<file path="src/i2c_eeprom_byte_access_master_macros.svh">
// Assertion macros for the I2C EEPROM byte access master.
`ifndef I2C_EEPROM_BYTE_ACCESS_MASTER_MACROS_SVH
`define I2C_EEPROM_BYTE_ACCESS_MASTER_MACROS_SVH

`ifndef SYNTH
// Same-cycle implication, disabled during reset.
`define I2CEE_ASSERT_IMP(label, clk, rst, ante, cons) \
  label: assert property (@(posedge clk) disable iff (rst) (ante) |-> (cons)) \
    else $error("i2cee assertion failed");
// Next-cycle implication, disabled during reset.
`define I2CEE_ASSERT_NXT(label, clk, rst, ante, cons) \
  label: assert property (@(posedge clk) disable iff (rst) (ante) |=> (cons)) \
    else $error("i2cee assertion failed");
`else
`define I2CEE_ASSERT_IMP(label, clk, rst, ante, cons)
`define I2CEE_ASSERT_NXT(label, clk, rst, ante, cons)
`endif

`endif

</file>
<file path="src/i2cee_pkg.sv">
// Shared types and constants for the I2C EEPROM byte access master.
`default_nettype none

package i2cee_pkg;

  localparam int ADDR_BITS_DEFAULT = 11;
  localparam int FULL_ADDR_BITS = 11;

  localparam logic [1:0] OP_TICK = 2'd0;
  localparam logic [1:0] OP_WRITE = 2'd1;
  localparam logic [1:0] OP_READ = 2'd2;

  localparam logic [1:0] CFG_TICKS_PER_PHASE = 2'd0;
  localparam logic [1:0] CFG_WRITE_SETTLE = 2'd1;
  localparam logic [1:0] CFG_RETRY_GAP = 2'd2;
  localparam logic [1:0] CFG_MAX_ATTEMPTS = 2'd3;

  localparam logic [15:0] TICKS_PER_PHASE_RESET = 16'd125;
  localparam logic [23:0] WRITE_SETTLE_RESET = 24'd750000;
  localparam logic [23:0] RETRY_GAP_RESET = 24'd50000;
  localparam logic [3:0] MAX_ATTEMPTS_RESET = 4'd9;

  localparam logic [7:0] DEV_WRITE = 8'hA0;
  localparam logic [7:0] DEV_READ = 8'hA1;
  localparam logic [7:0] IDLE_BYTE = 8'hFF;

  typedef struct packed {
    logic [15:0] ticks_per_phase;
    logic [23:0] write_settle_ticks;
    logic [23:0] retry_gap_ticks;
    logic [3:0]  max_read_attempts;
  } cfg_t;

  typedef struct packed {
    logic       scl_release;
    logic       sda_release;
    logic       busy_res;
    logic       done_res;
    logic [7:0] read_data;
  } res_t;

endpackage

`default_nettype wire

</file>
<file path="src/i2cee_if.sv">
// Valid/ready channel interfaces for the tick input and the bus result.
`default_nettype none

interface i2cee_in_if #(
  parameter int ADDR_BITS = i2cee_pkg::ADDR_BITS_DEFAULT
);
  logic                 valid;
  logic                 ready;
  logic [1:0]           op;
  logic [ADDR_BITS-1:0] mem_address;
  logic [7:0]           write_data;
  logic                 sda_in;

  modport source (output valid, op, mem_address, write_data, sda_in, input ready);
  modport sink (input valid, op, mem_address, write_data, sda_in, output ready);
endinterface

interface i2cee_out_if;
  logic       valid;
  logic       ready;
  logic       scl_release;
  logic       sda_release;
  logic       busy_res;
  logic       done_res;
  logic [7:0] read_data;

  modport source (output valid, scl_release, sda_release, busy_res, done_res, read_data,
                  input ready);
  modport sink (input valid, scl_release, sda_release, busy_res, done_res, read_data,
                output ready);
endinterface

`default_nettype wire

</file>
<file path="src/i2c_eeprom_byte_access_master.sv">
// Top level of the tick-driven I2C EEPROM byte access master.
//
// Each beat on in_ch is one tick of the bus sequencer. It carries a request
// code, an EEPROM byte address, write data and the sampled SDA level. A write
// or read request is taken only while the sequencer is idle or done; on any
// other tick the request code is ignored. For every input beat one beat is
// sent on out_ch with the SCL and SDA release levels, busy, a one-tick done
// pulse and the byte of the last finished read.
// An input beat is handled combinationally; its result beat is valid in the
// output register on the next cycle, and one beat per cycle is sustained while out_ch is ready.
// If the receiver stalls, the output register holds its beat and in_ch.ready
// falls until it is taken; the sequencer does not advance without a beat.
// Configuration registers are written through cfg_we, cfg_index and cfg_data
// and take effect on the next tick.
// Reset returns the sequencer to idle with the bus released, clears the
// output register and loads the configuration defaults.
`default_nettype none

`include "i2c_eeprom_byte_access_master_macros.svh"

module i2c_eeprom_byte_access_master #(
  parameter int ADDR_BITS = i2cee_pkg::ADDR_BITS_DEFAULT
) (
  input wire logic        clk,
  input wire logic        rst,
  input wire logic        cfg_we,
  input wire logic [1:0]  cfg_index,
  input wire logic [23:0] cfg_data,
  i2cee_in_if.sink        in_ch,
  i2cee_out_if.source     out_ch
);

  i2cee_pkg::cfg_t cfg;
  i2cee_pkg::res_t res;
  i2cee_pkg::res_t out_beat;
  logic            out_valid;
  logic            accept;
  logic            out_free;
  logic            bus_released;

  assign in_ch.ready = !out_valid || out_ch.ready;
  assign accept = in_ch.valid && in_ch.ready;

  always_ff @(posedge clk) begin
    if (rst) begin
      cfg.ticks_per_phase <= i2cee_pkg::TICKS_PER_PHASE_RESET;
      cfg.write_settle_ticks <= i2cee_pkg::WRITE_SETTLE_RESET;
      cfg.retry_gap_ticks <= i2cee_pkg::RETRY_GAP_RESET;
      cfg.max_read_attempts <= i2cee_pkg::MAX_ATTEMPTS_RESET;
    end else if (cfg_we) begin
      unique case (cfg_index)
        i2cee_pkg::CFG_TICKS_PER_PHASE: cfg.ticks_per_phase <= cfg_data[15:0];
        i2cee_pkg::CFG_WRITE_SETTLE: cfg.write_settle_ticks <= cfg_data;
        i2cee_pkg::CFG_RETRY_GAP: cfg.retry_gap_ticks <= cfg_data;
        i2cee_pkg::CFG_MAX_ATTEMPTS: cfg.max_read_attempts <= cfg_data[3:0];
        default: cfg <= cfg;
      endcase
    end
  end

  i2cee_core #(
    .ADDR_BITS(ADDR_BITS)
  ) u_core (
    .clk(clk),
    .rst(rst),
    .step(accept),
    .op(in_ch.op),
    .mem_address(in_ch.mem_address),
    .write_data(in_ch.write_data),
    .sda_in(in_ch.sda_in),
    .cfg(cfg),
    .res(res)
  );

  always_ff @(posedge clk) begin
    if (rst) begin
      out_valid <= 1'b0;
    end else if (accept) begin
      out_valid <= 1'b1;
    end else if (out_ch.ready) begin
      out_valid <= 1'b0;
    end
  end

  always_ff @(posedge clk) begin
    if (rst) begin
      out_beat <= '0;
    end else if (accept) begin
      out_beat <= res;
    end
  end

  assign out_ch.valid = out_valid;
  assign out_ch.scl_release = out_beat.scl_release;
  assign out_ch.sda_release = out_beat.sda_release;
  assign out_ch.busy_res = out_beat.busy_res;
  assign out_ch.done_res = out_beat.done_res;
  assign out_ch.read_data = out_beat.read_data;

  assign out_free = out_valid && !out_beat.busy_res;
  assign bus_released = out_beat.scl_release && out_beat.sda_release;

  `I2CEE_ASSERT_NXT(a_accept_fills_output, clk, rst, accept, out_ch.valid)
  `I2CEE_ASSERT_IMP(a_busy_done_exclusive, clk, rst, out_valid, !(out_beat.busy_res && out_beat.done_res))
  `I2CEE_ASSERT_IMP(a_bus_released_when_free, clk, rst, out_free, bus_released)

endmodule

`default_nettype wire

</file>
<file path="src/i2cee_core.sv">
// Bus sequencer state, stepped on each accepted tick, and its combinational next-state logic.
`default_nettype none

module i2cee_core #(
  parameter int ADDR_BITS = i2cee_pkg::ADDR_BITS_DEFAULT
) (
  input  wire logic                 clk,
  input  wire logic                 rst,
  input  wire logic                 step,
  input  wire logic [1:0]           op,
  input  wire logic [ADDR_BITS-1:0] mem_address,
  input  wire logic [7:0]           write_data,
  input  wire logic                 sda_in,
  input  wire i2cee_pkg::cfg_t      cfg,
  output i2cee_pkg::res_t           res
);

  localparam int FA = i2cee_pkg::FULL_ADDR_BITS;

  localparam logic [4:0] ST_IDLE = 5'd0;
  localparam logic [4:0] ST_S0 = 5'd1;
  localparam logic [4:0] ST_S1 = 5'd2;
  localparam logic [4:0] ST_S2 = 5'd3;
  localparam logic [4:0] ST_S3 = 5'd4;
  localparam logic [4:0] ST_B0 = 5'd5;
  localparam logic [4:0] ST_B1 = 5'd6;
  localparam logic [4:0] ST_B2 = 5'd7;
  localparam logic [4:0] ST_B3 = 5'd8;
  localparam logic [4:0] ST_P0 = 5'd9;
  localparam logic [4:0] ST_P1 = 5'd10;
  localparam logic [4:0] ST_P2 = 5'd11;
  localparam logic [4:0] ST_SETTLE = 5'd12;
  localparam logic [4:0] ST_GAP = 5'd13;
  localparam logic [4:0] ST_DONE = 5'd14;

  localparam logic [3:0] LAST_DATA_BIT = 4'd8;

  logic [4:0]           sequence_step, sequence_step_next;
  logic [15:0]          phase_timer, phase_timer_next;
  logic [3:0]           bit_counter, bit_counter_next;
  logic [7:0]           shift_byte, shift_byte_next;
  logic [2:0]           byte_counter, byte_counter_next;
  logic [3:0]           attempt_counter, attempt_counter_next;
  logic [7:0]           previous_value, previous_value_next;
  logic [7:0]           first_value, first_value_next;
  logic [23:0]          wait_counter, wait_counter_next;
  logic [ADDR_BITS-1:0] held_address, held_address_next;
  logic [7:0]           held_data, held_data_next;
  logic                 held_is_read, held_is_read_next;
  logic [7:0]           result_byte, result_byte_next;

  logic [FA-1:0] addr_ext;
  logic [15:0]   tpp;
  logic [16:0]   phase_inc;
  logic          phase_end;
  logic [23:0]   wait_len;
  logic [24:0]   wait_inc;
  logic          wait_end;
  logic [3:0]    bit_inc;
  logic [2:0]    byte_inc;
  logic [3:0]    attempt_inc;
  logic [3:0]    limit;

  function automatic logic [7:0] pick_byte(input logic [2:0] bc, input logic [2:0] dev_hi,
                                           input logic [7:0] addr_lo, input logic [7:0] data,
                                           input logic is_read);
    logic [7:0] b;
    b = i2cee_pkg::IDLE_BYTE;
    if (bc == 3'd0) begin
      b = i2cee_pkg::DEV_WRITE | {4'd0, dev_hi, 1'b0};
    end else if (bc == 3'd1) begin
      b = addr_lo;
    end else if (bc == 3'd2) begin
      b = is_read ? (i2cee_pkg::DEV_READ | {4'd0, dev_hi, 1'b0}) : data;
    end
    return b;
  endfunction

  assign addr_ext = FA'(held_address);
  assign tpp = (cfg.ticks_per_phase == 16'd0) ? 16'd1 : cfg.ticks_per_phase;
  assign phase_inc = {1'b0, phase_timer} + 17'd1;
  assign phase_end = phase_inc >= {1'b0, tpp};
  assign wait_len = (sequence_step == ST_SETTLE) ? cfg.write_settle_ticks : cfg.retry_gap_ticks;
  assign wait_inc = {1'b0, wait_counter} + 25'd1;
  assign wait_end = wait_inc >= {1'b0, wait_len};
  assign bit_inc = bit_counter + 4'd1;
  assign byte_inc = byte_counter + 3'd1;
  assign attempt_inc = attempt_counter + 4'd1;
  assign limit = (cfg.max_read_attempts == 4'd0) ? 4'd1 : cfg.max_read_attempts;

  always_comb begin
    sequence_step_next = sequence_step;
    phase_timer_next = phase_timer;
    bit_counter_next = bit_counter;
    shift_byte_next = shift_byte;
    byte_counter_next = byte_counter;
    attempt_counter_next = attempt_counter;
    previous_value_next = previous_value;
    first_value_next = first_value;
    wait_counter_next = wait_counter;
    held_address_next = held_address;
    held_data_next = held_data;
    held_is_read_next = held_is_read;
    result_byte_next = result_byte;

    if (sequence_step >= ST_S0 && sequence_step <= ST_P2) begin
      if (phase_end) begin
        phase_timer_next = 16'd0;
        unique case (sequence_step)
          ST_S3: begin
            shift_byte_next = pick_byte(byte_counter, addr_ext[FA-1:8], addr_ext[7:0],
                                        held_data, held_is_read);
            bit_counter_next = 4'd0;
            sequence_step_next = ST_B0;
          end
          ST_B2: begin
            if (bit_counter < LAST_DATA_BIT) begin
              shift_byte_next = {shift_byte[6:0], sda_in};
            end
            sequence_step_next = ST_B3;
          end
          ST_B3: begin
            bit_counter_next = bit_inc;
            if (bit_inc <= LAST_DATA_BIT) begin
              sequence_step_next = ST_B0;
            end else begin
              byte_counter_next = byte_inc;
              if ((!held_is_read && byte_inc < 3'd3) || (held_is_read && byte_inc == 3'd3)) begin
                shift_byte_next = pick_byte(byte_inc, addr_ext[FA-1:8], addr_ext[7:0],
                                            held_data, held_is_read);
                bit_counter_next = 4'd0;
                sequence_step_next = ST_B0;
              end else if (held_is_read && byte_inc == 3'd2) begin
                sequence_step_next = ST_S0;
              end else begin
                sequence_step_next = ST_P0;
              end
            end
          end
          ST_P2: begin
            wait_counter_next = 24'd0;
            if (!held_is_read) begin
              sequence_step_next = (cfg.write_settle_ticks == 24'd0) ? ST_DONE : ST_SETTLE;
            end else if (attempt_counter != 4'd0 && previous_value == shift_byte) begin
              result_byte_next = shift_byte;
              sequence_step_next = ST_DONE;
            end else begin
              if (attempt_counter == 4'd0) begin
                first_value_next = shift_byte;
              end
              previous_value_next = shift_byte;
              attempt_counter_next = attempt_inc;
              if (attempt_inc >= limit) begin
                result_byte_next = first_value_next;
                sequence_step_next = ST_DONE;
              end else if (cfg.retry_gap_ticks == 24'd0) begin
                byte_counter_next = 3'd0;
                sequence_step_next = ST_S0;
              end else begin
                sequence_step_next = ST_GAP;
              end
            end
          end
          default: begin
            sequence_step_next = sequence_step + 5'd1;
          end
        endcase
      end else begin
        phase_timer_next = phase_inc[15:0];
      end
    end else if (sequence_step == ST_SETTLE || sequence_step == ST_GAP) begin
      if (wait_end) begin
        wait_counter_next = 24'd0;
        if (sequence_step == ST_SETTLE) begin
          sequence_step_next = ST_DONE;
        end else begin
          byte_counter_next = 3'd0;
          phase_timer_next = 16'd0;
          sequence_step_next = ST_S0;
        end
      end else begin
        wait_counter_next = wait_inc[23:0];
      end
    end else begin
      sequence_step_next = ST_IDLE;
      if (op == i2cee_pkg::OP_WRITE || op == i2cee_pkg::OP_READ) begin
        held_address_next = mem_address;
        held_data_next = write_data;
        held_is_read_next = (op == i2cee_pkg::OP_READ);
        attempt_counter_next = 4'd0;
        wait_counter_next = 24'd0;
        byte_counter_next = 3'd0;
        phase_timer_next = 16'd0;
        sequence_step_next = ST_S0;
      end
    end
  end

  always_comb begin
    res.scl_release = 1'b1;
    res.sda_release = 1'b1;
    unique case (sequence_step_next)
      ST_S0: res.scl_release = 1'b0;
      ST_S2: res.sda_release = 1'b0;
      ST_S3, ST_P0: begin
        res.scl_release = 1'b0;
        res.sda_release = 1'b0;
      end
      ST_B0, ST_B1, ST_B2, ST_B3: begin
        res.scl_release = (sequence_step_next == ST_B1 || sequence_step_next == ST_B2);
        res.sda_release = (bit_counter_next >= LAST_DATA_BIT) ? 1'b1 : shift_byte_next[7];
      end
      ST_P1: res.sda_release = 1'b0;
      default: begin
        res.scl_release = 1'b1;
        res.sda_release = 1'b1;
      end
    endcase
    res.busy_res = (sequence_step_next >= ST_S0 && sequence_step_next <= ST_GAP);
    res.done_res = (sequence_step_next == ST_DONE);
    res.read_data = result_byte_next;
  end

  always_ff @(posedge clk) begin
    if (rst) begin
      sequence_step <= ST_IDLE;
      phase_timer <= '0;
      bit_counter <= '0;
      shift_byte <= '0;
      byte_counter <= '0;
      attempt_counter <= '0;
      previous_value <= '0;
      first_value <= '0;
      wait_counter <= '0;
      held_address <= '0;
      held_data <= '0;
      held_is_read <= 1'b0;
      result_byte <= '0;
    end else if (step) begin
      sequence_step <= sequence_step_next;
      phase_timer <= phase_timer_next;
      bit_counter <= bit_counter_next;
      shift_byte <= shift_byte_next;
      byte_counter <= byte_counter_next;
      attempt_counter <= attempt_counter_next;
      previous_value <= previous_value_next;
      first_value <= first_value_next;
      wait_counter <= wait_counter_next;
      held_address <= held_address_next;
      held_data <= held_data_next;
      held_is_read <= held_is_read_next;
      result_byte <= result_byte_next;
    end
  end

endmodule

`default_nettype wire
</file>
<file path="src/flat_wrapper.sv">
// flat-port wrapper written by rule: the top's interface ports become plain ports
module i2c_eeprom_byte_access_master_flat 
#(
  parameter int ADDR_BITS = i2cee_pkg::ADDR_BITS_DEFAULT
)
  (clk, rst, cfg_we, cfg_index, cfg_data, in_ch_valid, in_ch_op, in_ch_mem_address, in_ch_write_data, in_ch_sda_in, in_ch_ready, out_ch_valid, out_ch_scl_release, out_ch_sda_release, out_ch_busy_res, out_ch_done_res, out_ch_read_data, out_ch_ready);
  i2cee_in_if #(.ADDR_BITS(ADDR_BITS)) in_ch_i ();
  i2cee_out_if out_ch_i ();
  input wire logic clk;
  input wire logic rst;
  input wire logic cfg_we;
  input wire logic [1:0] cfg_index;
  input wire logic [23:0] cfg_data;
  input wire logic [$bits(in_ch_i.valid)-1:0] in_ch_valid;
  input wire logic [$bits(in_ch_i.op)-1:0] in_ch_op;
  input wire logic [$bits(in_ch_i.mem_address)-1:0] in_ch_mem_address;
  input wire logic [$bits(in_ch_i.write_data)-1:0] in_ch_write_data;
  input wire logic [$bits(in_ch_i.sda_in)-1:0] in_ch_sda_in;
  output wire logic [$bits(in_ch_i.ready)-1:0] in_ch_ready;
  output wire logic [$bits(out_ch_i.valid)-1:0] out_ch_valid;
  output wire logic [$bits(out_ch_i.scl_release)-1:0] out_ch_scl_release;
  output wire logic [$bits(out_ch_i.sda_release)-1:0] out_ch_sda_release;
  output wire logic [$bits(out_ch_i.busy_res)-1:0] out_ch_busy_res;
  output wire logic [$bits(out_ch_i.done_res)-1:0] out_ch_done_res;
  output wire logic [$bits(out_ch_i.read_data)-1:0] out_ch_read_data;
  input wire logic [$bits(out_ch_i.ready)-1:0] out_ch_ready;
  assign in_ch_i.valid = in_ch_valid;
  assign in_ch_i.op = in_ch_op;
  assign in_ch_i.mem_address = in_ch_mem_address;
  assign in_ch_i.write_data = in_ch_write_data;
  assign in_ch_i.sda_in = in_ch_sda_in;
  assign in_ch_ready = in_ch_i.ready;
  assign out_ch_valid = out_ch_i.valid;
  assign out_ch_scl_release = out_ch_i.scl_release;
  assign out_ch_sda_release = out_ch_i.sda_release;
  assign out_ch_busy_res = out_ch_i.busy_res;
  assign out_ch_done_res = out_ch_i.done_res;
  assign out_ch_read_data = out_ch_i.read_data;
  assign out_ch_i.ready = out_ch_ready;
  i2c_eeprom_byte_access_master #(.ADDR_BITS(ADDR_BITS)) u_core (.clk(clk), .rst(rst), .cfg_we(cfg_we), .cfg_index(cfg_index), .cfg_data(cfg_data), .in_ch(in_ch_i), .out_ch(out_ch_i));
endmodule
</file>
<file path="config.mk">
export PLATFORM = sky130hd
export DESIGN_NAME = i2c_eeprom_byte_access_master_flat
export DESIGN_NICKNAME = d
export VERILOG_FILES = /design/src/i2cee_pkg.sv /design/src/i2cee_if.sv /design/src/i2c_eeprom_byte_access_master.sv /design/src/i2cee_core.sv /design/src/flat_wrapper.sv
export VERILOG_INCLUDE_DIRS = /design/src /design/src/src
export SDC_FILE = /design/constraint.sdc
export NUM_CORES = 1
export LEC_CHECK = 0
export ABC_AREA = 1
export BUFFER_PORTS_ARGS = -buffer_cell sky130_fd_sc_hd__buf_2
export CAP_MARGIN = 20
export CORE_MARGIN = 5
export CORE_UTILIZATION = 40
export DETAILED_ROUTE_END_ITERATION = 8
export SLEW_MARGIN = 25
export SYNTH_ARGS = -nofsm -noshare
export SYNTH_HDL_FRONTEND = slang
export SYNTH_HIERARCHICAL = 1
export SYNTH_SLANG_ARGS = --single-unit
</file>
<file path="constraint.sdc">
create_clock -name clk -period 10 [get_ports clk]
set_input_delay 1.5 -clock clk [delete_from_list [all_inputs] [get_ports clk]]
set_output_delay 1.5 -clock clk [all_outputs]
set_load 0.01 [all_outputs]
</file>
==> metrics.txt, run 1 <==
worst rel slew slack between 40% and 50%; Place WS 4930 ps; largest area contributor in the netlist dfxtp_1; Wirelength per Cell 13.5 um; first-pass GRT wire length 48100 um; Starting Density between 40% and 50%; final core occ 44.4%; CTS tree built; unrepaired setup endpoints after global routing no; Final Non-Filler Cells 2140; crit start category input pin; post-DP HPWL 21100 um; number of gates resized after cts 0; worst hold endpoint u_core/u_core/first_value[5]; Synth Area per Inst between 6 and 7 um2; H-tree depth 4; Synth Register Bits 189; Worst-Skew Late Latency 440 ps; Post-Syn Area 11500 um2; Die Y about 180 um; crit path setup slack, layout around 5400 ps; largest net degree at the start of global routing 50; Min-Delay Path Depth 2; Worst Hold Class reg -> reg; Synth top area share approximately a third; EDFF count, synth 0; vias in the first global route 9771; Clock transition at path regs about 70 ps; initial antenna violation count 0; Remaining Overflow, GRT 0; final wirelength 28900 um; Netlist cell types 52; Worst Path Max Fanout 26; CTS root buf clkbuf_16; dpl cells between 2000 and 2500; Core Area 28500 um2; Worst VDD drop 0.0000904 V; # hold bufs at CTS 0; WP data arrival 4950 ps; Tot GR Track Use 17.5%; Filler Cell Count 3026; leading cell types by count after synthesis 341 x nand2_1, 271 x inv_1, 189 x dfxtp_1; share of cells above drive strength 1 11.0%; main flop type after synthesis dfxtp_1; Vias 10600; Ports 67; Period Utilization, post-route 46.2%; Num Clock Sinks 189; placement-stage cell area about 12000 um2; # diodes 0; GPL Wtd Cong 0.857; YS warnings 6; LEAKAGE about 6.0 nW; average vias per placed instance 4.96; die area 32300 um2; ys async rst share 0%; CP Data Required Time about 10000 ps; CP endpoint kind register; # rows 62; status finished clean; R2R cell count 31; Setup violations, final 0; Hold Vio Cnt, Final 0; RR Endpoint u_core/out_ch.sda_release; Area growth syn-to-layout 10.0%; I/O Buffers 66; Hold Startpoint u_core/u_core/first_value[5]; Final Max Slew Viols 0; number of detailed-route iterations in the first pass 5; clock tree buffer depth 2; most common cell in the synthesized netlist nand2_1; drt drc 0; worst-margin pin slew between 800 and 900 ps; postcts setup bufs 0; sequential area share after synthesis 32.8%; synth top area cells dfxtp_1 33%, nand2_1 11%, inv_1 8.8%, a21oi_1 6.9%, ha_1 6.4%; Layout Nets roughly 1900; post-route antenna net violation count 0; Die W 180 um; cts bufs inserted 17; First DRT Iteration DRCs 769; cell area power density 154 nW/um2; Synth Net Count 1832; f_max 216 MHz; Final Instance Area about 13000 um2; Mapped Cells 1720; WS Path Type in -> reg; setup_tns 0 ps; Reg-to-Reg Start u_core/u_core/sequence_step[0]; Final min period 4620 ps; reg-to-reg slack, setup roughly 5500 ps; Final Skew 11.5 ps; Max Cap Viol 0
-- per-layer routing --
metal  part of all wire [%]  up-vias  global-route usage, %  wire (um)
met5                      0        -                      0          0
met3                    3.4       11                   2.65        982
met4                   0.69        0                   3.57        200
li1                       -     5586                      -          -
met1                     50     4820                   24.5      14400
met2                     46      192                   28.7      13300
-- how the worst max path moves through the flow --
stage                                        start                              end  slack (ps)  cells past startpoint
finish                                 in_ch_valid  u_core/u_core/previous_value[7]        5380                      9
global placement                       in_ch_valid     u_core/u_core/first_value[7]        4640                      8
detailed placement                     in_ch_valid  u_core/u_core/previous_value[7]        4930                      9
CTS                                    in_ch_valid  u_core/u_core/previous_value[7]        5390                      9
floorplan                              in_ch_valid    u_core/u_core/wait_counter[6]        6520                     11
global route        u_core/u_core/sequence_step[0]        u_core/out_ch.sda_release        4820                     30
-- stage by stage --
stage	hold slack (ps)	power, W
after floorplan	420	0.00117
after global placement	432	0.00128
after detailed placement	438	0.00128
after CTS	449	0.00197
after global routing	468	0.00207
final	444	0.00196
-- layout make-up --
cell class                      instances  area (um2)  share of cell area (%)
Clock buffer                           18         439                    3.46
Clock inverter                         14         149                    1.17
Inverter                              294        1100                    8.70
Multi-Input combinational cell       1167        6320                    49.9
Sequential cell                       189        3780                    29.8
Tap cell                              384         480                    3.79
Timing Repair Buffer                   74         398                    3.14
-- critical path, stage by stage --
cell	delay [ps]
buf_2	350
inv_1	100
a21oi_1	660
clkinv_1	820
nor2_2	390
nand4_1	540
buf_8	380
o21ai_0	140
a21oi_1	60
-- sequential cells by signal, summed over array words and instances (netlist names), 3 cells and up, named ones only --
signal,cells
u_core/u_core/sequence_step,5
u_core/u_core/addr_ext,11
u_core/out_ch.read_data,8
u_core/u_core/shift_byte,8
u_core/u_core/held_data,8
u_core/u_core/phase_timer,16
u_core/u_core/result_byte,8
u_core/u_core/previous_value,8
u_core/u_core/attempt_counter,4
u_core/u_core/byte_counter,3
u_core/cfg,68
u_core/u_core/wait_counter,24
u_core/u_core/first_value,8
-- power by group --
group	internal (W)	switching, W	total [W]
clock	0.000360	0.000326	0.000687
combinational	0.000142	0.000290	0.000432
sequential	0.000802	0.0000351	0.000837
total	0.00130	0.000651	0.00196
-- cell families (layout without fill, tap and decap cells) --
group                      after synthesis  after routing  synth area share [%]
and+or+nand+nor                        710            710                  26.6
buffers and inverters                  364            400                  12.3
AOI/OAI and AO/OA                      359            359                  18.9
DFF                                    189            189                  32.8
adders and majority gates               59             59                  6.40
xor gates and xnor gates                38             38                  2.95
muxes                                    1              1                0.0868
-- layout by cell type (no fill, tap or decap), drive strengths merged, types with 2 or more instances in the layout --
cell type    n
nand4       21
clkinv       8
ha          59
inv        297
xor2        35
nand3b       3
nand3      118
a211oi      40
a22oi       11
clkinvlp     2
o221ai       3
nor2       188
nand2      352
clkbuf      18
dfxtp      189
a31oi        3
buf         74
xnor2        3
o21ai      116
a21oi      160
nor3        19
nor4         6
o22ai       14
o21a         2
o2bb2ai      2
No activity file was read; power rests on OpenSTA's default activity.
==> inputs of run 2 (changes only) <==
clock period = 4.1 ns   (was 10 ns; I/O delays follow)
==> metrics.txt, run 2 (synthesis gave the netlist of run 1 again) <==
Largest Register u_core/cfg; dpl cells 2118 (+0.47%); H-tree depth 4 (unchanged); cell area power density 369 nW/um2 (+140%); # rows 62 (unchanged); CTS tree built; CP dominant cell by count nand2_1; Int Power 0.00318 W (+140%); # hold bufs at CTS 0 (unchanged); Core Area 28500 um2 (unchanged); WP data arrival 4110 ps (-840 ps); share of cells above drive strength 1 13.1% (+2.1 points); Ports 67 (unchanged); post-route antenna net violation count 0 (unchanged); Final min period 3760 ps; Worst Path Max Fanout 5 (-81%); Final Non-Filler Cells 2149 (+0.42%); Worst Hold Class in -> reg; average vias per placed instance 5.01 (+1.1%); final core occ 45.2% (+0.79 points); Wirelength per Cell 13.7 um (+1.5%); CTS root buf clkbuf_16; I/O Buffers 66 (unchanged); sequential share of power 42.9% (about the same); Remaining Overflow, GRT 0 (unchanged); GPL Wtd Cong 0.862 (+0.58%); initial antenna violation count 0 (unchanged); crit start category register; Worst VDD drop 0.000286 V (+220%); Vias 10800 (+1.6%); Max Cap Viol 0 (unchanged); Largest register FFs 68 (unchanged); CP endpoint kind register; Largest regs u_core/cfg: 68 flops, u_core/u_core/wait_counter: 24 flops, u_core/u_core/phase_timer: 16 flops; f_max 266 MHz; final wirelength 29500 um (+2.0%); die area 32300 um2 (unchanged); WS Path Type reg -> reg; LEAKAGE 6.10 nW (+1.5%); Area growth syn-to-layout 12.0%; worst rel slew slack 41.6% (+1.1 points); vias in the first global route 10000 (+2.7%); first-pass GRT wire length 49100 um (+2.1%); commonest non-fill, non-tap cell in the layout nand2_1; post-DP HPWL 21300 um (+1.3%); Starting Density 40.4% (unchanged); status finished clean; largest net degree at the start of global routing 46 (-8.0%); Worst-Skew Late Latency 450 ps (about the same); Layout Nets 1865 (+0.54%); Setup violations, final 0 (unchanged); Num Clock Sinks 189 (unchanged); Comb pwr share 22.9% (+0.8 points); Die W 180 um (unchanged); Tot GR Track Use 17.9% (+0.42 points); CP Data Required Time 4440 ps (-5880 ps); Clock transition at path regs 70 ps (about the same); number of gates resized after cts 0 (unchanged); number of detailed-route iterations in the first pass 7 (+2); Clk pwr share 34.2% (-0.9 points); Switching Fraction 33.3% (about the same); cts bufs inserted 17 (unchanged); postcts setup bufs 0 (unchanged); unrepaired setup endpoints after global routing yes; Die Y 180 um (unchanged); overall power 0.00477 W (+140%); most frequent cells in the layout 339 x nand2_1, 271 x inv_1, 183 x dfxtp_1, 166 x nor2_1, 159 x a21oi_1; Hold Vio Cnt, Final 0 (unchanged); Final Skew 11.1 ps (-0.386 ps); First DRT Iteration DRCs 795 (+3.4%); clock tree buffer depth 2 (unchanged); worst-margin pin slew 876 ps (-15.1 ps); critical path's slowest cell dfxtp_2; drt drc 0 (unchanged); Final Max Slew Viols 0 (unchanged); CP max stage delay 370 ps (-450 ps); Psw 0.00159 W (+140%); Period Utilization, post-route approximately nine tenths; # diodes 0 (unchanged)
[run 2: changes by cell type in the layout (fill, tap and decap cells not counted), sizes merged]
cell	delta
buf	+10
clkinv	+2
inv	-5
clkbuf	+2
[run 2: per-layer routing]
layer / global-route usage, % / routed length, um / part of all wire (%)
met2: 29.3 / 13500 / 46
met1: 24.7 / 14500 / 49
met4: 4.69 / 358 / 1.2
met3: 2.97 / 1140 / 3.9
met5: 0 / 0 / 0
[run 2: final timing paths]
kind                                                     from                         end  slack (ps)  cells after the start
worst max-delay path            u_core/u_core/wait_counter[2]   u_core/out_ch.scl_release         340                     29
worst min-delay path                             cfg_data[19]              u_core/cfg[47]         390                      3
worst max register to register  u_core/u_core/wait_counter[2]   u_core/out_ch.scl_release         340                     29
worst min register to register     u_core/u_core/held_data[1]  u_core/u_core/held_data[1]         450                      2
[run 2: critical path, delay by kind of cell (launching register included)]
family | cells | cell delay (ps)
AOI/OAI and AO/OA | 2 | 340
adders and majority gates | 1 | 280
buffers and inverters | 2 | 130
DFF | 1 | 370
xor gates and xnor gates | 1 | 140
and+or+nand+nor | 23 | 2390
[run 2: per-stage QoR]
stage	setup WS [ps]	hold WS (ps)	instance area [um2]	setup TNS (ps)
after floorplan	635	420	11500	0
after global placement	191	434	12200	0
after detailed placement	135	438	12200	0
after CTS	118	367	12700	0
after global routing	-78.3	392	12900	-148
final	335	390	12900	0
[run 2: power by group through the flow]
stage / registers (W) / clock network (W) / logic (W)
after floorplan: 0.00206 / 0 / 0.000802
after global placement: 0.00208 / 0 / 0.00105
after detailed placement: 0.00208 / 0 / 0.00106
after CTS: 0.00204 / 0.00168 / 0.00107
after global routing: 0.00206 / 0.00175 / 0.00124
final: 0.00204 / 0.00163 / 0.00109
[run 2: layout make-up]
| type | instances | area (um2) |
|---|---|---|
| flip-flops and latches | 189 | 3800 |
| well taps | 384 | 480 |
| clock inverters | 11 | 111 |
| fillers | 3096 | 15600 |
| repair buffers | 84 | 490 |
| multi-input cells | 1167 | 6470 |
| clock buffers | 20 | 447 |
| inverters | 294 | 1110 |
